<file path="src/design/rpc_pkg.sv">
// Shared widths, constants, the arctangent table and angle case codes for the
// relative position polar converter. Depends on nothing; every file but rpc_delay.sv uses it.
package rpc_pkg;

	// Result field widths.
	localparam int FIRST_W  = 22;
	localparam int SECOND_W = 21;
	localparam int THIRD_W  = 21;

	// Values of the mode register.
	localparam logic MODE_CART  = 1'b0;
	localparam logic MODE_POLAR = 1'b1;

	// A component magnitude is clamped at 2^21. Any magnitude that large already
	// drives the planar distance into saturation.
	localparam int MAG_W = 22;
	localparam logic [MAG_W-1:0] MAG_CLAMP = MAG_W'(1) << (MAG_W - 1);

	// The root is taken of the low 42 bits of the square sum, one result bit per stage.
	localparam int SQ_W       = 2 * (MAG_W - 1);
	localparam int ROOT_STEPS = SQ_W / 2;
	localparam logic [FIRST_W-1:0] DIST_MAX = {1'b0, {(FIRST_W - 1){1'b1}}};

	// The CORDIC inputs are scaled so that full scale sits at 2^40, and the
	// angle accumulator counts in units where 2^31 is pi.
	localparam int SCALE_REF    = 40;
	localparam int XY_W         = SCALE_REF + 3;
	localparam int ANGLE_UNIT_W = 32;
	localparam int Z_W          = ANGLE_UNIT_W + 2;
	localparam logic signed [Z_W-1:0] Z_PI = Z_W'(1) <<< (ANGLE_UNIT_W - 1);

	localparam int CORDIC_STEPS = 31;
	localparam logic [ANGLE_UNIT_W-1:0] ATAN_UNITS [CORDIC_STEPS] = '{
		32'd536870912, 32'd316933406, 32'd167458907, 32'd85004756, 32'd42667331,
		32'd21354465, 32'd10679838, 32'd5340245, 32'd2670163, 32'd1335087,
		32'd667544, 32'd333772, 32'd166886, 32'd83443, 32'd41722,
		32'd20861, 32'd10430, 32'd5215, 32'd2608, 32'd1304,
		32'd652, 32'd326, 32'd163, 32'd81, 32'd41,
		32'd20, 32'd10, 32'd5, 32'd3, 32'd1,
		32'd1
	};

	// How the angle of an item is found.
	typedef logic [2:0] ang_case_t;
	localparam ang_case_t ANG_CORDIC   = 3'd0;
	localparam ang_case_t ANG_ZERO     = 3'd1;
	localparam ang_case_t ANG_PI       = 3'd2;
	localparam ang_case_t ANG_POS_HALF = 3'd3;
	localparam ang_case_t ANG_NEG_HALF = 3'd4;

	// Stage counts of the parts of the pipeline.
	localparam int FRONT_LAT  = 2;
	localparam int CORDIC_LAT = CORDIC_STEPS + 1;
	localparam int SQRT_LAT   = 2 + ROOT_STEPS + 1;
	localparam int PIPE_LAT   = FRONT_LAT + CORDIC_LAT;

endpackage

</file>
<file path="src/design/rpc_isqrt.sv">
// Planar distance: squares, sum, a pipelined bit-per-stage square root, then
// rounding to nearest and saturation. Depends on rpc_pkg.
module rpc_isqrt (
	input  logic                         clk,
	input  logic                         en,
	input  logic [rpc_pkg::MAG_W-1:0]    mag_a,
	input  logic [rpc_pkg::MAG_W-1:0]    mag_b,
	output logic [rpc_pkg::FIRST_W-1:0]  distance
);
	import rpc_pkg::*;

	localparam int PROD_W = 2 * MAG_W;

	logic [PROD_W-1:0] sq_a_s1, sq_b_s1;
	logic [PROD_W:0]   sum;
	logic [SQ_W-1:0]   rem_s2;
	logic              big_s2;

	logic [SQ_W-1:0] rem_s  [ROOT_STEPS];
	logic [SQ_W-1:0] root_s [ROOT_STEPS];
	logic            big_s  [ROOT_STEPS];

	logic [FIRST_W-1:0] root_lo, rounded;
	logic               round_up;
	logic [FIRST_W-1:0] dist_s24;

	always_ff @(posedge clk) begin
		if (en) begin
			sq_a_s1 <= mag_a * mag_a;
			sq_b_s1 <= mag_b * mag_b;
		end
	end

	// A sum of 2^42 or more has a root beyond the largest distance.
	assign sum = (PROD_W + 1)'(sq_a_s1) + (PROD_W + 1)'(sq_b_s1);

	always_ff @(posedge clk) begin
		if (en) begin
			rem_s2 <= sum[SQ_W-1:0];
			big_s2 <= |sum[PROD_W:SQ_W];
		end
	end

	for (genvar k = 0; k < ROOT_STEPS; k++) begin : g_root
		localparam logic [SQ_W-1:0] BIT = SQ_W'(1) << (SQ_W - 2 - 2 * k);
		logic [SQ_W-1:0] rem_p, root_p, trial;
		logic            big_p;

		if (k == 0) begin : g_first
			assign rem_p  = rem_s2;
			assign root_p = '0;
			assign big_p  = big_s2;
		end else begin : g_next
			assign rem_p  = rem_s[k-1];
			assign root_p = root_s[k-1];
			assign big_p  = big_s[k-1];
		end

		assign trial = root_p + BIT;

		always_ff @(posedge clk) begin
			if (en) begin
				if (rem_p >= trial) begin
					rem_s[k]  <= rem_p - trial;
					root_s[k] <= (root_p >> 1) + BIT;
				end else begin
					rem_s[k]  <= rem_p;
					root_s[k] <= root_p >> 1;
				end
				big_s[k] <= big_p;
			end
		end
	end

	// The remainder left over is the sum less the square of the root, so the
	// root rounds up when it exceeds the root itself.
	always_comb begin
		root_lo  = root_s[ROOT_STEPS-1][FIRST_W-1:0];
		round_up = rem_s[ROOT_STEPS-1] > root_s[ROOT_STEPS-1];
		rounded  = root_lo + FIRST_W'(round_up);
	end

	always_ff @(posedge clk) begin
		if (en) begin
			if (big_s[ROOT_STEPS-1] || rounded[FIRST_W-1]) begin
				dist_s24 <= DIST_MAX;
			end else begin
				dist_s24 <= rounded;
			end
		end
	end

	assign distance = dist_s24;

endmodule

</file>
<file path="config.mk">
export PLATFORM = sky130hd
export DESIGN_NAME = rpc_isqrt
export DESIGN_NICKNAME = d
export VERILOG_FILES = /design/src/design/rpc_pkg.sv /design/src/design/rpc_isqrt.sv
export SDC_FILE = /design/constraint.sdc
export NUM_CORES = 2
export LEC_CHECK = 0
export BUFFER_PORTS_ARGS = -buffer_cell sky130_fd_sc_hd__buf_2
export CAP_MARGIN = 20
export CORE_MARGIN = 2
export CORE_UTILIZATION = 63
export CTS_BUF_LIST = sky130_fd_sc_hd__clkbuf_4 sky130_fd_sc_hd__clkbuf_8
export DETAILED_ROUTE_END_ITERATION = 12
export PLACE_DENSITY = 0.79
export SYNTH_ARGS = -nofsm -noshare
export SYNTH_HDL_FRONTEND = slang
export SYNTH_SLANG_ARGS = --single-unit
</file>
<file path="constraint.sdc">
create_clock -name clk -period 9.9 [get_ports clk]
set_input_delay 0.99 -clock clk [delete_from_list [all_inputs] [get_ports clk]]
set_output_delay 0.99 -clock clk [all_outputs]
set_load 0.02 [all_outputs]
</file>
; ---- Yosys cells after proc, flatten, opt, wreduce, memory -nomap -nowiden
; Memory sizes are Yosys's and may differ from the RTL's.
; Index checks and enable logic that the tools add are counted.
[word_totals]
ramBits = 1785
wordCells = 309
output_inout_bits = 22
mem_count = 3
reg_bits = 153
[memory_table]
columns = name, depth, word_bits, read_ports, rd_clocked_by_memory_dff, write_ports, line_no
row1 = rem_s, 21, 42, 21, 0, 21, rpc_isqrt.sv:19  ; logic [SQ_W-1:0] rem_s [ROOT_STEPS];
row2 = root_s, 21, 42, 21, 0, 21, rpc_isqrt.sv:20  ; logic [SQ_W-1:0] root_s [ROOT_STEPS];
row3 = big_s, 21, 1, 21, 0, 21, rpc_isqrt.sv:21  ; logic big_s [ROOT_STEPS];
[classes]
n_bitwise = 42
muxes = 170
reduce_logical = 2
addsub = 63
n_lt_le_gt_ge = 22
n_mul = 2
[ops]
columns = operator, n
row1 = 42-bit two-way mux, 42
row2 = 42-bit >= comparator, 20
row3 = 42-bit subtractor, 20
row4 = 1-bit two-way mux, 128
row5 = 22-bit by 22-bit multiplier with 44-bit output, 2
row6 = 44-bit by 44-bit adder with 45-bit output, 1
row7 = 41-bit by 1-bit adder with 42-bit output (second input constant), 1
row8 = 41-bit by 11-bit adder with 42-bit output (second input constant), 1
row9 = 41-bit by 13-bit adder with 42-bit output (second input constant), 1
row10 = 41-bit by 15-bit adder with 42-bit output (second input constant), 1
row11 = 41-bit by 17-bit adder with 42-bit output (second input constant), 1
row12 = 41-bit by 19-bit adder with 42-bit output (second input constant), 1
row13 = 41-bit by 21-bit adder with 42-bit output (second input constant), 1
row14 = 41-bit by 23-bit adder with 42-bit output (second input constant), 1
row15 = 41-bit by 25-bit adder with 42-bit output (second input constant), 1
row16 = 41-bit by 27-bit adder with 42-bit output (second input constant), 1
row17 = 41-bit by 29-bit adder with 42-bit output (second input constant), 1
row18 = 41-bit by 3-bit adder with 42-bit output (second input constant), 1
row19 = 41-bit by 31-bit adder with 42-bit output (second input constant), 1
row20 = 41-bit by 33-bit adder with 42-bit output (second input constant), 1
row21 = 41-bit by 35-bit adder with 42-bit output (second input constant), 1
row22 = 41-bit by 37-bit adder with 42-bit output (second input constant), 1
row23 = 41-bit by 39-bit adder with 42-bit output (second input constant), 1
row24 = 41-bit by 5-bit adder with 42-bit output (second input constant), 1
row25 = 29 further kinds, 70

; ---- Longest topological paths before layout
; An unclocked memory read counts as a cell.
[depth]
depth_word = 7
mapped_depth = 29

; ---- Least setup slack after synthesis
; OpenSTA, ideal clock, no wires.
[synth_timing]
path_kind = input -> register
from = input port mag_a[16] in the netlist's numbering
to = register sq_a_s1[42] (data pin)
path_slack_ps = 1957
n_path_buf = 2
path_stages = 23
arrival_ps = 7678
cell_sequence = clkbuf_1 -> clkbuf_1 -> nand2_1 -> fa_1 -> inv_1 -> fa_1 -> inv_1 -> fa_1 -> inv_1 -> fa_1 -> fa_1 -> fa_1 -> fa_1 -> ha_1 -> and3_1 -> and2_1 -> nor2b_1 -> o21a_1 -> a221o_1 -> o41a_1 -> o41ai_1 -> o21ai_0 -> xor2_1
[synth_between]
elab_chain_len = 1
[synth_lines]
columns = item, line_no
row1 = start: declaration, rpc_isqrt.sv:6  ; input logic [rpc_pkg::MAG_W-1:0] mag_a,
row2 = 22-bit by 22-bit multiplier with 44-bit output, rpc_isqrt.sv:29  ; sq_a_s1 <= mag_a * mag_a;
row3 = end signal: assignment, rpc_isqrt.sv:29
row4 = end: declaration, rpc_isqrt.sv:14  ; logic [PROD_W-1:0] sq_a_s1, sq_b_s1;
; Every way passes these cells.
; A chain may end at the register's enable or synchronous reset.

; ---- Final worst setup path
[layout_timing]
from = input port mag_a[9] in the netlist's numbering
to = register sq_a_s1[43] (data pin)
; Same word-level chain as after synthesis.

==> results.md <==
* Run status: completed
* Placeable Area at 139000 um2
* Die H at roughly 380 um
* Synth Warn # at 0
* GP Congestion at about 0.95
* RSZ-0062 raised after global routing: no
* GR peak layer: met2
* Pins Over Slew Limit at 0
* Grt met3 use at 4.20%
* GR met1 Demand/Resource at 33.8%
* Seq/Total Area, Yosys at 43.7%
* Via/cell ratio at 5.79
* Die area at about 140000 um2
* Clk sinks at 1285
* Post-Syn Area at about 90000 um2
* Chip Width at 379 um
* Fin crit period at a little under 8 ns
* Max-slew headroom at 28.8%
* Worst Path Max Fanout at 22
* Antenna Nets Post-Route at 0
* Synth Net Count at between 9000 and 10000
* Final setup viols at 0
* Row count at around 140
* Synthesized area per cell at between 10 and 15 um2
* H-tree depth at 4
* First DRT Iteration DRCs at 4398
* CP arrival at 8.50 ns
* Fmax at around 130 MHz
* TritonCTS Buffers at ~200
* Max-Cap Viols at 0
* Setup crit end kind: flop
* Clock Skew at 0.0346 ns
* Final core utilization at 68.0%
* Synth Register Bits at around 1300
* Area Growth Syn to Fin at 7.25%
* DRC Markers at 0
* Worst EP required at 10.52 ns
* Worst Hold Class: reg2reg
* Worst setup SP type: primary input
* Pre-CTS WS at roughly 1.2 ns
* Post-DP HPWL at between 150000 and 200000 um
* Post-synthesis cell count at 7775
* GRT Overall Usage at roughly 28%
* Final nets at 9281
* Clock-pin slew of the registers on the worst-case setup and hold paths at 0.06 ns
* Most frequent cells in the layout: edfxtp_1, inv_1, fa_1
* Global Route met2 Usage at 49.9%
* Share of cells above drive strength 1 at 6.46%
* Synth unique cells at 95
* I/O pins at between 60 and 70
* Vias in the first global route at 60144
* # port buffers at 67
* Setup bufs post-CTS at 0
* Gr ovfl total at 0
* Post_cts resized at 0
* Asr flop ratio synth at 0%
* Leading register cell type out of synthesis: edfxtp_1
* First-pass GRT wire length at 314000 um
* Worst-Margin Slew at 1.07 ns
* Initial Util at 63.4%
* WS Path Type: in2reg
* DRT Pass-1 Iters at 6
* WL final at just under 200000 um
* Antenna violations before repair at 7
* Period utilisation layout at approximately four fifths
* Routed len/inst at 19.8 um
* Number of synthesized flops with an enable pin at roughly 1300
* Clk_lat worst skew at 0.91 ns
* CTS Root Cell: clkbuf_8
* Largest buffer count on any clock path at 3
* Most frequent standard cell in the layout excluding fill and tap cells: edfxtp_1
* CTS tree: done
* Hold_buf cts at 0
* DR vias at 57596
* Final setup TNS at 0 ns
* Fillers at 9893
* Largest net degree at the start of global routing at 209
* Final Hold Violating Endpoints at 0
* Final Worst Setup Slack at 2.02 ns
## worst paths after layout
kind | depth (start not counted) | from | endpoint | slack [ns]
max | 25 | mag_a[9] | sq_a_s1[43]$_DFFE_PP_ | 2.02
min reg2reg | 0 | g_root[0].rem_p[0]$_DFFE_PP_ | rem_s[0][0]$_DFFE_PP_ | 0.42
max reg2reg | 8 | rem_s[1][283]$_DFFE_PP_ | rem_s[1][325]$_DFFE_PP_ | 5.45
min | 0 | g_root[0].rem_p[0]$_DFFE_PP_ | rem_s[0][0]$_DFFE_PP_ | 0.42
## metal layers
| layer | up-vias | share of wire, % |
|---|---|---|
| met5 | - | 0.023 |
| met3 | 498 | 5.9 |
| met4 | 8 | 5.0 |
| li1 | 26874 | - |
| met1 | 28254 | 38 |
| met2 | 1962 | 51 |
## Yosys cell counts, types with 44 or more instances
cell / instances / area share [%]
a21o_1: 172 / 1.5
a21oi_1: 265 / 1.5
and2_1: 208 / 1.5
clkbuf_1: 161 / 0.68
edfxtp_1: 1285 / 44
fa_1: 689 / 16
ha_1: 648 / 9.2
inv_1: 1278 / 5.4
nand2_1: 649 / 2.8
nand2b_1: 87 / 0.62
nand3_1: 80 / 0.45
nand4_1: 86 / 0.61
nor2_1: 290 / 1.2
nor2b_1: 61 / 0.43
nor3_1: 174 / 0.99
nor4_1: 143 / 1.0
o21a_1: 73 / 0.62
o21ai_0: 311 / 1.8
or3_1: 44 / 0.31
xnor2_1: 305 / 3.0
xor2_1: 226 / 2.2
## per-stage QoR
stage / cell area (um2) / std cells / hold WS (ns)
2_1_floorplan: 88400 / 7775 / 0.400
3_3_place_gp: 90700 / 9568 / 0.400
3_5_place_dp: 90700 / 9569 / 0.405
4_1_cts: 94700 / 9941 / 0.378
5_1_grt: 94800 / 9947 / 0.421
6_report: 94800 / 9948 / 0.416
## critical path: stages
cell     delay, ns
buf_2         0.46
and2_1        0.27
inv_1         0.08
fa_1          0.54
inv_1         0.05
fa_1          0.49
inv_1         0.05
fa_1          0.47
inv_1         0.05
fa_1          0.48
fa_1          0.51
fa_1          0.49
inv_1         0.05
fa_1          0.48
inv_1         0.04
ha_1          0.44
and3_1        0.23
nand4_1       0.10
o31ai_1       0.60
a31oi_1       0.32
o211a_1       0.35
o31ai_1       0.50
a221o_1       0.22
a21oi_1       0.08
xnor2_1       0.12
## state kept, by name (all words and copies together), names as in the netlist
name	flops
big_s2	1
root_s	231
rem_s	882
sq_a_s1	43
sq_b_s1	43
big_s	21
distance	22
g_root.rem_p	42
## logic make-up (layout without fill, tap and decap cells)
logic type / after synthesis / after routing / share of synthesized area (%)
xor gates and xnor gates: 531 / 531 / 5.26
AOI/OAI and AO/OA: 1096 / 1096 / 7.95
buffers and inverters: 1459 / 1753 / 6.22
other: 1 / 4 / 0.00424
and+or+nand+nor: 2034 / 2034 / 11.7
adders and majority gates: 1339 / 1339 / 24.8
DFF: 1285 / 1285 / 43.7
muxes: 30 / 30 / 0.374
## layout make-up
type                       count  area (um2)  area share (%)
sequential                  1285       38600            40.7
clock buffer                 242        3080            3.25
multi-input combinational   5031       44400            46.8
inverter                    1278        4800            5.06
antenna                        3        7.51         0.00792
tap                         1876        2350            2.48
timing repair buffer         103         668           0.705
clock inverter               130         961            1.01
Power is left out: the tool's default activity adds up to more than one toggle a clock period on the data nets, which glitch-free logic cannot reach.
