==> src/design/rpc_pkg.sv <==
// Shared widths, constants, the arctangent table and angle case codes for the
// relative position polar converter. Depends on nothing; every file but rpc_delay.sv uses it.
package rpc_pkg;

	// Result field widths.
	localparam int FIRST_W  = 22;
	localparam int SECOND_W = 21;
	localparam int THIRD_W  = 21;

	// Values of the mode register.
	localparam logic MODE_CART  = 1'b0;
	localparam logic MODE_POLAR = 1'b1;

	// A component magnitude is clamped at 2^21. Any magnitude that large already
	// drives the planar distance into saturation.
	localparam int MAG_W = 22;
	localparam logic [MAG_W-1:0] MAG_CLAMP = MAG_W'(1) << (MAG_W - 1);

	// The root is taken of the low 42 bits of the square sum, one result bit per stage.
	localparam int SQ_W       = 2 * (MAG_W - 1);
	localparam int ROOT_STEPS = SQ_W / 2;
	localparam logic [FIRST_W-1:0] DIST_MAX = {1'b0, {(FIRST_W - 1){1'b1}}};

	// The CORDIC inputs are scaled so that full scale sits at 2^40, and the
	// angle accumulator counts in units where 2^31 is pi.
	localparam int SCALE_REF    = 40;
	localparam int XY_W         = SCALE_REF + 3;
	localparam int ANGLE_UNIT_W = 32;
	localparam int Z_W          = ANGLE_UNIT_W + 2;
	localparam logic signed [Z_W-1:0] Z_PI = Z_W'(1) <<< (ANGLE_UNIT_W - 1);

	localparam int CORDIC_STEPS = 31;
	localparam logic [ANGLE_UNIT_W-1:0] ATAN_UNITS [CORDIC_STEPS] = '{
		32'd536870912, 32'd316933406, 32'd167458907, 32'd85004756, 32'd42667331,
		32'd21354465, 32'd10679838, 32'd5340245, 32'd2670163, 32'd1335087,
		32'd667544, 32'd333772, 32'd166886, 32'd83443, 32'd41722,
		32'd20861, 32'd10430, 32'd5215, 32'd2608, 32'd1304,
		32'd652, 32'd326, 32'd163, 32'd81, 32'd41,
		32'd20, 32'd10, 32'd5, 32'd3, 32'd1,
		32'd1
	};

	// How the angle of an item is found.
	typedef logic [2:0] ang_case_t;
	localparam ang_case_t ANG_CORDIC   = 3'd0;
	localparam ang_case_t ANG_ZERO     = 3'd1;
	localparam ang_case_t ANG_PI       = 3'd2;
	localparam ang_case_t ANG_POS_HALF = 3'd3;
	localparam ang_case_t ANG_NEG_HALF = 3'd4;

	// Stage counts of the parts of the pipeline.
	localparam int FRONT_LAT  = 2;
	localparam int CORDIC_LAT = CORDIC_STEPS + 1;
	localparam int SQRT_LAT   = 2 + ROOT_STEPS + 1;
	localparam int PIPE_LAT   = FRONT_LAT + CORDIC_LAT;

endpackage

==> src/design/rpc_front.sv <==
// Front end: differences of the positions, clamped magnitudes, cartesian result
// fields and the CORDIC start vector. Two register stages. Depends on rpc_pkg.
module rpc_front #(
	parameter int COORD_BITS = 20
) (
	input  logic                                clk,
	input  logic                                en,
	input  logic signed [COORD_BITS-1:0]        own_x,
	input  logic signed [COORD_BITS-1:0]        own_y,
	input  logic signed [COORD_BITS-1:0]        own_z,
	input  logic signed [COORD_BITS-1:0]        target_x,
	input  logic signed [COORD_BITS-1:0]        target_y,
	input  logic signed [COORD_BITS-1:0]        target_z,
	output logic [rpc_pkg::FIRST_W-1:0]         cart_first,
	output logic [rpc_pkg::SECOND_W-1:0]        cart_second,
	output logic [rpc_pkg::THIRD_W-1:0]         cart_third,
	output logic [rpc_pkg::MAG_W-1:0]           mag_x,
	output logic [rpc_pkg::MAG_W-1:0]           mag_z,
	output logic signed [rpc_pkg::XY_W-1:0]     cordic_x,
	output logic signed [rpc_pkg::XY_W-1:0]     cordic_y,
	output logic signed [rpc_pkg::Z_W-1:0]      cordic_z,
	output rpc_pkg::ang_case_t                  ang_case
);
	import rpc_pkg::*;

	localparam int DW       = COORD_BITS + 1;
	localparam int EXT_W    = DW + FIRST_W;
	localparam int MAGW     = (DW + 1 > MAG_W + 1) ? DW + 1 : MAG_W + 1;
	localparam int SCALE_SH = SCALE_REF - COORD_BITS;

	logic signed [DW-1:0] dx_s1, dy_s1, dz_s1;

	logic signed [DW:0]      dxw, dzw;
	logic [DW:0]             ax, az;
	logic [MAGW-1:0]         axw, azw;
	logic [MAG_W-1:0]        mx, mz;
	logic signed [EXT_W-1:0] ex, ey, ez;
	logic signed [XY_W-1:0]  sx, sz, cx, cy;
	logic signed [Z_W-1:0]   cz;
	ang_case_t               ac;

	logic [FIRST_W-1:0]     cart_first_s2;
	logic [SECOND_W-1:0]    cart_second_s2;
	logic [THIRD_W-1:0]     cart_third_s2;
	logic [MAG_W-1:0]       mag_x_s2, mag_z_s2;
	logic signed [XY_W-1:0] cordic_x_s2, cordic_y_s2;
	logic signed [Z_W-1:0]  cordic_z_s2;
	ang_case_t              ang_case_s2;

	always_ff @(posedge clk) begin
		if (en) begin
			dx_s1 <= DW'(target_x) - DW'(own_x);
			dy_s1 <= DW'(target_y) - DW'(own_y);
			dz_s1 <= DW'(target_z) - DW'(own_z);
		end
	end

	always_comb begin
		dxw = (DW + 1)'(dx_s1);
		dzw = (DW + 1)'(dz_s1);
		ax  = dxw[DW] ? unsigned'(-dxw) : unsigned'(dxw);
		az  = dzw[DW] ? unsigned'(-dzw) : unsigned'(dzw);
		axw = MAGW'(ax);
		azw = MAGW'(az);
		mx  = (axw > MAGW'(MAG_CLAMP)) ? MAG_CLAMP : axw[MAG_W-1:0];
		mz  = (azw > MAGW'(MAG_CLAMP)) ? MAG_CLAMP : azw[MAG_W-1:0];

		// Cartesian fields keep the low bits of the sign-extended difference.
		ex = EXT_W'(dx_s1);
		ey = EXT_W'(dy_s1);
		ez = EXT_W'(dz_s1);

		// A vector in the left half plane is turned by pi first, so that the
		// iterations only ever see a non-negative x.
		sx = XY_W'(dx_s1) <<< SCALE_SH;
		sz = XY_W'(dz_s1) <<< SCALE_SH;
		if (dx_s1[DW-1]) begin
			cx = -sx;
			cy = -sz;
			cz = dz_s1[DW-1] ? -Z_PI : Z_PI;
		end else begin
			cx = sx;
			cy = sz;
			cz = '0;
		end

		if (dz_s1 == '0) begin
			ac = dx_s1[DW-1] ? ANG_PI : ANG_ZERO;
		end else if (dx_s1 == '0) begin
			ac = dz_s1[DW-1] ? ANG_NEG_HALF : ANG_POS_HALF;
		end else begin
			ac = ANG_CORDIC;
		end
	end

	always_ff @(posedge clk) begin
		if (en) begin
			cart_first_s2  <= ex[FIRST_W-1:0];
			cart_second_s2 <= ey[SECOND_W-1:0];
			cart_third_s2  <= ez[THIRD_W-1:0];
			mag_x_s2       <= mx;
			mag_z_s2       <= mz;
			cordic_x_s2    <= cx;
			cordic_y_s2    <= cy;
			cordic_z_s2    <= cz;
			ang_case_s2    <= ac;
		end
	end

	assign cart_first  = cart_first_s2;
	assign cart_second = cart_second_s2;
	assign cart_third  = cart_third_s2;
	assign mag_x       = mag_x_s2;
	assign mag_z       = mag_z_s2;
	assign cordic_x    = cordic_x_s2;
	assign cordic_y    = cordic_y_s2;
	assign cordic_z    = cordic_z_s2;
	assign ang_case    = ang_case_s2;

endmodule

==> config.mk <==
export PLATFORM = sky130hd
export DESIGN_NAME = rpc_front
export DESIGN_NICKNAME = d
export VERILOG_FILES = /design/src/design/rpc_pkg.sv /design/src/design/rpc_front.sv
export SDC_FILE = /design/constraint.sdc
export NUM_CORES = 1
export LEC_CHECK = 0
export ABC_AREA = 0
export BUFFER_PORTS_ARGS = -buffer_cell sky130_fd_sc_hd__buf_2
export CELL_PAD_IN_SITES_DETAIL_PLACEMENT = 0
export CELL_PAD_IN_SITES_GLOBAL_PLACEMENT = 2
export CORE_UTILIZATION = 33
export DETAILED_ROUTE_END_ITERATION = 6
export PLACE_DENSITY_LB_ADDON = 0.1
export SLEW_MARGIN = 10
export SYNTH_ARGS = -nofsm -noshare
export SYNTH_HDL_FRONTEND = slang
export SYNTH_SLANG_ARGS = --single-unit
==> constraint.sdc <==
create_clock -name clk -period 4 [get_ports clk]
set_input_delay 0.4 -clock clk [delete_from_list [all_inputs] [get_ports clk]]
set_output_delay 0.4 -clock clk [all_outputs]
set_load 0.02 [all_outputs]
* Word level (Yosys, flattened, before mapping)
Cells that the tools add are included.
** Word-level totals
- Register bits :: 293
- Output and inout bits :: 231
- Logic and storage cells :: 34
** Cells by class
- Add/subtract/negate cells :: 7
- $lt $le $gt $ge :: 2
- Mux-type cells :: 9
- Reductions and logical operators :: 2
** Operators by type and width (count)
- negator 41 -> 43 bit :: 2
- subtractor 20 x 20 -> 21 bit :: 3
- greater-than comparator 22 bit (second input constant) :: 2
- 2-to-1 mux 22 bit :: 2
- negator 21 -> 22 bit :: 2
- 2-to-1 mux 43 bit :: 1
- zero test 21 bit :: 2
- 2-to-1 mux 40 bit :: 1
- 2-to-1 mux 34 bit :: 1
- 2-to-1 mux 3 bit :: 3
- 2-to-1 mux 2 bit :: 1

* Logic depth before layout (Yosys ltp)
Gate-level depths: netlist of run 1.
- Word-level depth :: 3
- Gate-level depth with buffers :: 11
- Mapped depth without buffers :: 11

* Worst setup path after synthesis of run 1
Ideal clock, no wire load.
- Kind :: register to register
- From :: reg dz_s1[17]
- To :: reg mag_z_s2[1], in the netlist mag_z[1], data pin
- Arrival :: 2533 ps
- Required time :: 3721 ps
- Slack :: 1188 ps
- Cell stages (with the launch flop) :: 10
- Period minus slack after synthesis :: 2812 ps
- Cells stage by stage :: edfxtp_1 -> or4_1 -> or3_1 -> nor3_1 -> ha_1 -> a211oi_1 -> o221ai_1 -> a2111oi_0 -> a41oi_1 -> nor3_1
** On the way
- Longest elaborated chain between the ends :: 3
** Ends and longest elaborated chain
- start, declared :: line rpc_front.sv:31 : logic signed [DW-1:0] dx_s1, dy_s1, dz_s1;
- start signal, assigned :: line rpc_front.sv:54 : dz_s1 <= DW'(target_z) - DW'(own_z);
- negator 21 -> 22 bit :: line rpc_front.sv:62 : az = dzw[DW] ? unsigned'(-dzw) : unsigned'(dzw);
- 2-to-1 mux 22 bit :: line rpc_front.sv:62
- named net az[20] :: line rpc_front.sv:34 : logic [DW:0] ax, az;
- greater-than comparator 22 bit :: line rpc_front.sv:66 : mz = (azw > MAGW'(MAG_CLAMP)) ? MAG_CLAMP : azw[MAG_W-1:0];
- end signal, assigned :: line rpc_front.sv:102 : mag_z_s2 <= mz;
- end, declared :: line rpc_front.sv:45 : logic [MAG_W-1:0] mag_x_s2, mag_z_s2;
The timed path passes the listed nets, and every way through them passes these cells.
A chain may end at the register's enable or synchronous reset.

* Final worst setup path of run 1
- From :: reg dz_s1[1]
- To :: reg mag_z_s2[8], in the netlist mag_z[8], data pin
Same word-level chain as after synthesis.

==> impl_metrics.py, run 1 <==
metrics = {
    "run_status": {
        "status": "complete, no violations",
    },
    "synth": {
        "yosys_warnings": 0,
        "synth-edff-count": 219,
        "ys.flop_type": "edfxtp_1",
        "ys_seq_elements": 219,
        "seq_area_frac_synth_pct": 53.1,
        "synth_top_family_by_area": "simple AND/OR/NAND/NOR gates",
        "synthMuxAreaShare_pct": 0.253,
        "ys_types": 61,
        "synthArstFlopShare_pct": 0,
        "synthAdderAreaFrac_pct": 7.26,
        "synth_area_um2": 12400,
        "avgSynthCellArea_um2": 11.0,
        "yosys.area_share.simple_pct": 13.4,
        "synthCells": 1123,
        "synth_compound_area_share_pct": 11.2,
        "synth_xor_xnor_area_share_pct": 6.23,
    },
    "floorplan": {
        "initial_core_util_pct": 33.6,
        "die_w_um": 196,
        "dieArea_um2": 38300,
        "io_pins": 353,
        "die_y_um": 196,
        "rows": 70,
        "core_um2": 36800,
    },
    "critical_path": {
        "r2r_start": "dz_s1[1]",
        "worst-path-max-fanout": 8,
        "r2r_end": "mag_z[8]",
        "crit_buf_inv": 1,
        "worst-r2r-setup-slack_ns": 0.43,
        "path_class": "flip-flop to flip-flop",
        "startpoint_type": "flip-flop",
        "worst_ep_arrival_time_ns": 3.80,
        "critPathTopFamily": "simple AND/OR/NAND/NOR gates",
        "r2r_cells": 11,
        "required_ns": 4.24,
        "crit_path_cell_trace": "inv_1 -> ha_1 -> nor4b_1 -> nand2_1 -> nor3_1 -> ha_1 -> a211oi_1 -> o221ai_1 -> a2111oi_0 -> a41oi_1 -> nor3_1",
        "cpMaxStageDelayCell": "nor4b_1",
        "end_kind": "flip-flop",
        "critPathMaxStageDelay_ns": 0.52,
    },
    "detailed_routing": {
        "vias": 8880,
        "first_iter_violations": 432,
        "postRouteWirelength_mm": 31.7,
        "via_per_inst": 4.70,
        "post-route-drc-count": 0,
        "postRouteAntennaNets": 0,
        "post_drt_wl_per_cell_um": 16.8,
        "drt_pre_antenna_iters": 5,
    },
    "worst_hold_path": {
        "min_path_cells": 3,
        "worstHoldStart": "own_y[0]",
        "whs_endpoint": "dy_s1[0]",
        "hold_path.class": "primary input to flip-flop",
    },
    "pwr": {
        "p_leak_nw": 6.36,
        "p_seq_share_pct": 45.9,
        "vdd_drop_max_mv": 0.263,
        "p_int_mw": 4.83,
        "netSwitchingFraction_pct": 31.0,
        "power_switching_mw": 2.17,
        "pwr-share-comb_pct": 23.0,
        "powerDensity_nw_per_um2": 472,
        "clockPowerShare_pct": 31.1,
    },
    "final_layout": {
        "final_util_pct": 40.3,
        "antenna_cells": 0,
        "syn_to_final_growth_pct": 19.7,
        "fin_area_um2": 14800,
        "finalNetCount": 1595,
        "drive_above_1_share_pct": 24.3,
    },
    "grt": {
        "grt_max_degree": 91,
        "grt_pass1_vias": 8635,
        "antenna_found_initial": 0,
        "grt_pass1_wl_mm": 48.5,
        "grt_usage_pct": 16.3,
        "grt.overflow.total": 0,
    },
    "sta": {
        "clock_skew_ns": 0.0126,
        "max_freq_mhz": 280,
        "fin_ws_ns": 0.432,
        "relSlewSlack_pct": 35.1,
        "maxSlewViolCount": 0,
        "rsz0062_at_grt": "no",
        "finalCriticalPeriod_ns": 3.57,
        "fin_crit_sh_pct": 89.2,
        "worst_pin_slew_ns": 0.961,
        "final.setup.tns_ns": 0,
        "setup_viol": 0,
        "final_hold_viol_count": 0,
    },
    "place": {
        "dp.final_hpwl_mm": 24.4,
        "place_area_um2": 14000,
        "dp_slack_ns": 0.473,
        "gp_congestion": 0.833,
        "port_buffers": 281,
    },
    "clock_tree": {
        "cts_buffers": 26,
        "htreeDepth": 1,
        "clock_latency_ns": 0.54,
        "cts_setup_buffers": 0,
        "cts_resized": 0,
        "clkTransAtPathRegs_ns": 0.06,
        "cts_tree": "yes",
        "cts_root_buf": "clkbuf_16",
        "clk_path_buf_depth": 3,
        "hold_buffers": 0,
        "clock-sinks": 219,
    },
    "flow_run": {
        "cap_violations": 0,
    },
}
## stage by stage
step,power (mW),instances,hold WS (ns)
after CTS,7.10,1888,0.229
after global routing,7.36,1888,0.245
after floorplan,4.32,1194,0.400
after detailed placement,4.89,1843,0.405
final,7.00,1888,0.249
after global placement,4.89,1843,0.401
## worst reg2reg max path: stages, from the launching register on
cell and delay (ns):
edfxtp_1 0.50, inv_1 0.16, ha_1 0.24, nor4b_1 0.52, nand2_1 0.28, nor3_1 0.44
ha_1 0.29, a211oi_1 0.07, o221ai_1 0.08, a2111oi_0 0.09, a41oi_1 0.47, nor3_1 0.12
## registers in the layout, summed over array words and instances, names as in the netlist
register,flops
cordic_x,22
cordic_y,22
mag_x,22
mag_z,22
cart_first,21
cart_second,21
cart_third,21
dx_s1,21
dy_s1,21
dz_s1,21
ang_case,3
cordic_z,2
## power groups by stage
stage / clock network [mW] / registers, mW / logic, mW
6_report: 2.18 / 3.21 / 1.61
5_1_grt: 2.33 / 3.25 / 1.78
4_1_cts: 2.24 / 3.22 / 1.63
3_5_place_dp: 0 / 3.26 / 1.63
3_3_place_gp: 0 / 3.26 / 1.63
2_1_floorplan: 0 / 3.43 / 0.898
## how the worst max path moves through the flow
stage              start       end  cells after the start
6_report        dz_s1[1]  mag_z[8]                     11
2_1_floorplan  dz_s1[17]  mag_z[1]                      9
5_1_grt         dz_s1[1]  mag_z[8]                     11
3_5_place_dp    dz_s1[1]  mag_z[8]                     11
4_1_cts         dz_s1[1]  mag_z[8]                     11
3_3_place_gp    dz_s1[1]  mag_z[4]                     11
## synthesized netlist by cell type (9+ instances only)
cell      instances  area share, %
a21oi_1          54            2.2
clkbuf_1         28           0.85
nand2_1          66            2.0
o21a_1           10           0.61
xor2_1           24            1.7
inv_1            96            2.9
o31ai_1          10           0.61
nor4_1           11           0.56
or3_1             9           0.46
and3_1           10           0.51
nor2_1           71            2.2
xnor2_1          64            4.5
buf_4            75            4.6
nand2b_1          9           0.46
ha_1             67            6.8
a21o_1           15           0.91
nand3_1          24           0.97
nor2b_1          41            2.1
nand4_1          10           0.51
or2_2            13           0.66
o21ai_0          59            2.4
o211ai_1         10           0.61
nor3_1           32            1.3
edfxtp_1        219             53
## layout by cell type (no fill, tap or decap), types with 6 or more instances in the layout
cell       netlist  layout
a21oi_1         54      54
ha_1            67      67
clkbuf_16        0      26
and3_1          10      10
o31ai_1         10      10
or3_1            9       9
nand3_1         24      24
buf_4           75       7
conb_1           1      72
xor2_1          24      24
o31a_1           6       6
nor3_1          32      32
nor2_1          71      71
nand4_1         10      10
buf_2            1     280
o21ai_0         59      59
nand2_1         66      66
o211ai_1        10      10
xnor2_1         64      64
a211oi_1         7       7
edfxtp_1       219     219
a21o_1          15      15
inv_1           96      96
nor2b_1         41      41
a31oi_1          8       8
or2_2           13      13
nand2b_1         9       9
and2_1           8       8
o21a_1          10      10
nor4_1          11      11
## cells by family after synthesis
family,count (synthesis)
and+or+nand+nor,323
DFF,219
AOI/OAI and AO/OA,215
other,1
adders and majority gates,70
muxes,3
buffers and inverters,204
xor gates and xnor gates,88
## final cells by class
class,instances,area [µm²]
timing repair buffer,289,1490
tap,468,586
clock inverter,16,123
clock buffer,29,662
sequential,219,6580
multi-input combinational,771,5010
inverter,96,360
fill,3715,22000
## metal layers
| metal | wire length, µm | vias to the layer above | global-route usage, % | share of wire, % |
|---|---|---|---|---|
| met5 | 0 | - | 0 | 0 |
| met4 | 700 | 0 | 4.05 | 2.2 |
| met3 | 2090 | 33 | 4.01 | 6.6 |
| met2 | 15600 | 234 | 28.0 | 49 |
| met1 | 13400 | 4148 | 20.4 | 42 |
| li1 | - | 4465 | - | - |
(Power assumes the default switching activity.)
==> run 2, diff against run 1 <==
--- a/config.mk
+++ b/config.mk
@@ -9,6 +9,7 @@
 export BUFFER_PORTS_ARGS = -buffer_cell sky130_fd_sc_hd__buf_2
 export CELL_PAD_IN_SITES_DETAIL_PLACEMENT = 0
 export CELL_PAD_IN_SITES_GLOBAL_PLACEMENT = 2
+export CORE_MARGIN = 2
 export CORE_UTILIZATION = 33
 export DETAILED_ROUTE_END_ITERATION = 6
 export PLACE_DENSITY_LB_ADDON = 0.1
==> run 2 against run 1 <==
Critical path depth stayed put. Setup slack gained 0.10 ns. Sequential power barely moved. Non-clock buffer count grew 1. Clock skew fell by 0.0064 ns.
==> impl_metrics.py, run 2 (synthesis gave the netlist of run 1 again) <==
metrics = {
    "run_status": {
        "status": "complete, no violations",
    },
    "critical_path": {
        "cpMaxStageDelayCell": "edfxtp_1",
        "worst-path-max-fanout": 7,
        "worst_ep_arrival_time_ns": 3.72,
        "end_kind": "flip-flop",
        "worst-r2r-setup-slack_ns": 0.53,
        "path_class": "flip-flop to flip-flop",
        "critPathMaxStageDelay_ns": 0.49,
        "startpoint_type": "flip-flop",
        "crit_path_cell_trace": "inv_1 -> ha_1 -> nor4b_1 -> nand2_1 -> nor3_1 -> ha_1 -> a211oi_1 -> o221ai_1 -> a2111oi_0 -> a41oi_1 -> nor3_1",
        "required_ns": 4.25,
    },
    "sta": {
        "worst_pin_slew_ns": 0.903,
        "fin_crit_sh_pct": 86.7,
        "max_freq_mhz": 289,
        "final_hold_viol_count": 0,
        "rsz0062_at_grt": "no",
        "relSlewSlack_pct": 39.0,
        "fin_ws_ns": 0.534,
        "finalCriticalPeriod_ns": 3.47,
        "maxSlewViolCount": 0,
        "final.setup.tns_ns": 0,
        "clock_skew_ns": 0.00624,
        "setup_viol": 0,
    },
    "clock_tree": {
        "cts_resized": 0,
        "cts_tree": "yes",
        "clock-sinks": 219,
        "cts_buffers": 25,
        "htreeDepth": 1,
        "clock_latency_ns": 0.53,
        "cts_root_buf": "clkbuf_16",
        "clkTransAtPathRegs_ns": 0.06,
        "clk_path_buf_depth": 3,
        "cts_setup_buffers": 0,
        "hold_buffers": 0,
    },
    "pwr": {
        "powerDensity_nw_per_um2": 479,
        "power_switching_mw": 2.19,
        "total_power_mw": 7.12,
        "p_seq_share_pct": 44.9,
        "p_leak_nw": 6.38,
        "clockPowerShare_pct": 32.2,
        "vdd_drop_max_mv": 0.228,
        "p_int_mw": 4.93,
        "netSwitchingFraction_pct": 30.8,
        "pwr-share-comb_pct": 22.9,
    },
    "floorplan": {
        "dieArea_um2": 39100,
        "die_y_um": 198,
        "initial_core_util_pct": 33.6,
        "io_pins": 353,
        "rows": 70,
        "core_um2": 36800,
        "die_w_um": 198,
    },
    "grt": {
        "grt_max_degree": 103,
        "antenna_found_initial": 0,
        "grt_usage_pct": 15.7,
        "grt_pass1_wl_mm": 47.8,
        "grt.overflow.total": 0,
        "grt_pass1_vias": 8601,
    },
    "place": {
        "dp.final_hpwl_mm": 24.8,
        "gp_congestion": 0.862,
        "port_buffers": 281,
        "placed_cells": 1844,
        "dp_slack_ns": 0.521,
    },
    "final_layout": {
        "final_util_pct": 40.4,
        "final_common_cell": "buf_2",
        "drive_above_1_share_pct": 24.3,
        "syn_to_final_growth_pct": 20.0,
        "antenna_cells": 0,
        "instances_no_fill": 1890,
        "finalNetCount": 1595,
        "final_cell_mix": "280 x buf_2, 219 x edfxtp_1, 96 x inv_1",
        "fill_cells": 3666,
    },
    "detailed_routing": {
        "drt_pre_antenna_iters": 5,
        "first_iter_violations": 539,
        "vias": 8938,
        "post_drt_wl_per_cell_um": 16.9,
        "via_per_inst": 4.73,
        "post-route-drc-count": 0,
        "postRouteWirelength_mm": 32.0,
        "postRouteAntennaNets": 0,
    },
    "worst_hold_path": {
        "hold_path.class": "primary input to flip-flop",
    },
    "flow_run": {
        "cap_violations": 0,
    },
}
run 2: cell type report:
type	count	area [µm²]	area share, %
multi-input combinational	771	5010	33.8
timing repair buffer	290	1500	10.1
inverter	96	360	2.43
clock buffer	29	641	4.31
tap	468	586	3.94
clock inverter	17	174	1.17
sequential	219	6580	44.3
run 2: path summary, 6_finish.rpt:
path                                 from         endpoint  cells past startpoint
worst min register to register  dy_s1[12]  cart_second[12]                      0
worst max-delay path             dz_s1[0]         mag_z[3]                     11
worst min-delay path             own_y[0]         dy_s1[0]                      3
worst max register to register   dz_s1[0]         mag_z[3]                     11
run 2: per-layer routing:
layer  vias up  global-route usage [%]  share of wire (%)
met1      4201                    19.5                 41
met5         -                       0                  0
met4         0                    3.98                2.2
met3        36                    4.10                7.2
met2       243                    27.2                 49
li1       4458                       -                  -
run 2: through the flow:
stage / hold slack [ns] / instance area (µm²)
floorplan: 0.400 / 12600
global placement: 0.402 / 14000
detailed placement: 0.406 / 14000
CTS: 0.233 / 14800
global route: 0.243 / 14800
finish: 0.248 / 14800
run 2: critical path: cells and delay by family (launching register included):
kind                     cells  cell delay [ns]
adder cells (fa/ha/maj)      2             0.53
buffers and inverters        1             0.17
AND/OR/NAND/NOR              4             1.29
AO/OA/AOI/OAI                4             0.69
flip-flops                   1             0.49
run 2: power by group through the flow:
stage	logic, mW	registers, mW	clock network, mW
detailed placement	1.65	3.25	0
finish	1.63	3.20	2.29
CTS	1.65	3.21	2.36
global route	1.80	3.24	2.44
floorplan	0.898	3.43	0
global placement	1.65	3.25	0
==> run 3, diff against run 2 <==
==> constraint.sdc (replaced) <==
create_clock -name clk -period 4 [get_ports clk]
set_input_delay 0.6 -clock clk [delete_from_list [all_inputs] [get_ports clk]]
set_output_delay 0.6 -clock clk [all_outputs]
set_load 0.02 [all_outputs]
==> run 3 against run 2 <==
Combinational power hardly changed. Final cell count rose by 0.26%. Wire length grew 1.3%. Clock skew increased by 0.0055 ns. Largest cell class unchanged. Global-route usage grew 0.21 points. Clock-buffer cell count decreased by 2. Highest routed layer unchanged. Critical path type unchanged.
==> impl_metrics.py, run 3 (synthesis gave the netlist of run 1 again) <==
metrics = {
    "floorplan": {
        "core_um2": 36800,
        "io_pins": 353,
        "initial_core_util_pct": 33.6,
        "die_y_um": 198,
        "dieArea_um2": 39100,
        "rows": 70,
        "die_w_um": 198,
    },
    "final_layout": {
        "syn_to_final_growth_pct": 21.3,
        "fill_cells": 3638,
        "antenna_cells": 0,
        "instances_no_fill": 1895,
        "drive_above_1_share_pct": 25.0,
        "final_common_cell": "buf_2",
        "final_cell_mix": "280 x buf_2, 219 x edfxtp_1, 96 x inv_1",
        "finalNetCount": 1599,
    },
    "flow_run": {
        "cap_violations": 0,
    },
    "pwr": {
        "vdd_drop_max_mv": 0.227,
        "p_leak_nw": 6.47,
        "powerDensity_nw_per_um2": 494,
    },
    "sta": {
        "finalCriticalPeriod_ns": 3.61,
        "rsz0062_at_grt": "no",
        "max_freq_mhz": 277,
        "clock_skew_ns": 0.0117,
        "fin_crit_sh_pct": 90.3,
        "setup_viol": 0,
        "final.setup.tns_ns": 0,
        "relSlewSlack_pct": 41.8,
        "final_hold_viol_count": 0,
        "maxSlewViolCount": 0,
        "worst_pin_slew_ns": 0.873,
    },
    "clock_tree": {
        "cts_root_buf": "clkbuf_16",
        "hold_buffers": 0,
        "htreeDepth": 1,
        "cts_resized": 0,
        "clock_latency_ns": 0.53,
        "cts_tree": "yes",
        "clock-sinks": 219,
        "cts_setup_buffers": 0,
        "clkTransAtPathRegs_ns": 0.06,
        "cts_buffers": 26,
        "clk_path_buf_depth": 3,
    },
    "critical_path": {
        "startpoint_type": "flip-flop",
        "required_ns": 4.23,
        "worst_ep_arrival_time_ns": 3.85,
        "crit_path_cell_trace": "inv_1 -> ha_1 -> nor4b_1 -> nand2_1 -> nor3_1 -> ha_1 -> a211oi_1 -> o221ai_1 -> a2111oi_0 -> a41oi_1 -> nor3_1",
        "end_kind": "flip-flop",
        "path_class": "flip-flop to flip-flop",
        "critPathMaxStageDelay_ns": 0.54,
        "cpMaxStageDelayCell": "nor4b_1",
        "worst-path-max-fanout": 8,
    },
    "detailed_routing": {
        "first_iter_violations": 444,
        "postRouteWirelength_mm": 32.4,
        "postRouteAntennaNets": 0,
        "post_drt_wl_per_cell_um": 17.1,
        "vias": 8972,
        "post-route-drc-count": 0,
        "via_per_inst": 4.73,
        "drt_pre_antenna_iters": 5,
    },
    "grt": {
        "grt_max_degree": 81,
        "antenna_found_initial": 0,
        "grt_usage_pct": 15.9,
        "grt.overflow.total": 0,
        "grt_pass1_vias": 8616,
        "grt_pass1_wl_mm": 48.5,
    },
    "run_status": {
        "status": "complete, no violations",
    },
    "place": {
        "port_buffers": 281,
        "dp.final_hpwl_mm": 24.9,
        "placed_cells": 1847,
        "gp_congestion": 0.810,
    },
    "worst_hold_path": {
        "hold_path.class": "flip-flop to flip-flop",
    },
}
==> run 3: cell count changes in the layout (fill, tap and decap cells not counted) <==
| cell | before | now |
|---|---|---|
| buf_12 | 1 | 2 |
| buf_4 | 8 | 10 |
| bufinv_16 | 3 | 6 |
| clkbuf_1 | 4 | 0 |
| clkbuf_16 | 25 | 27 |
| clkinv_1 | 5 | 3 |
| clkinv_2 | 6 | 7 |
| clkinv_4 | 0 | 2 |
| inv_16 | 1 | 0 |
| inv_6 | 0 | 1 |
==> run 3: final timing paths <==
kind	startpoint	cells after the start	slack, ns	endpoint
min	dy_s1[19]	0	0.42	cart_second[19]
max reg2reg	dz_s1[1]	11	0.39	mag_z[2]
max	dz_s1[1]	11	0.39	mag_z[2]
min reg2reg	dy_s1[19]	0	0.42	cart_second[19]
==> run 3: metal layers <==
| metal | global-route usage, % | vias up | wire [µm] |
|---|---|---|---|
| met1 | 19.8 | 4232 | 13600 |
| met2 | 27.7 | 240 | 16100 |
| met5 | 0 | - | 0 |
| met3 | 4.34 | 33 | 2310 |
| li1 | - | 4467 | - |
| met4 | 3.40 | 0 | 497 |
==> run 3: report_power, final <==
| part | total, mW | leakage [nW] | switching (mW) | internal (mW) |
|---|---|---|---|---|
| logic | 1.63 | 3.85 | 1.03 | 0.602 |
| registers | 3.20 | 2.15 | 0.220 | 2.98 |
| clock network | 2.58 | 0.463 | 0.963 | 1.62 |
==> run 3: layout make-up <==
class                           instances  area (µm²)  share of cell area (%)
Inverter                               96         360                    2.40
Timing Repair Buffer                  293        1530                    10.2
Sequential cell                       219        6580                    43.8
Tap cell                              468         586                    3.90
Multi-Input combinational cell        771        5010                    33.4
Clock inverter                         21         268                    1.78
Clock buffer                           27         676                    4.50
==> run 3: critical path: cells and delay by family (launching register included) <==
| kind | cells | cell delay [ns] |
|---|---|---|
| and+or+nand+nor | 4 | 1.37 |
| AOI/OAI and AO/OA | 4 | 0.70 |
| buffers and inverters | 1 | 0.18 |
| DFF | 1 | 0.52 |
| adders and majority gates | 2 | 0.56 |
==> run 3: per-stage QoR <==
| step | area [µm²] | utilization (%) | power (mW) | hold slack [ns] | setup WS [ns] |
|---|---|---|---|---|---|
| 2_1_floorplan | 12600 | - | 4.32 | 0.400 | 1.19 |
| 3_3_place_gp | 14100 | 38.2 | 4.90 | 0.402 | 0.700 |
| 3_5_place_dp | 14100 | 38.2 | 4.90 | 0.405 | 0.487 |
| 4_1_cts | 15000 | 40.8 | 7.52 | 0.417 | 0.466 |
| 5_1_grt | 15000 | 40.8 | 7.79 | 0.425 | 0.127 |
| 6_report | 15000 | 40.8 | 7.41 | 0.417 | 0.388 |
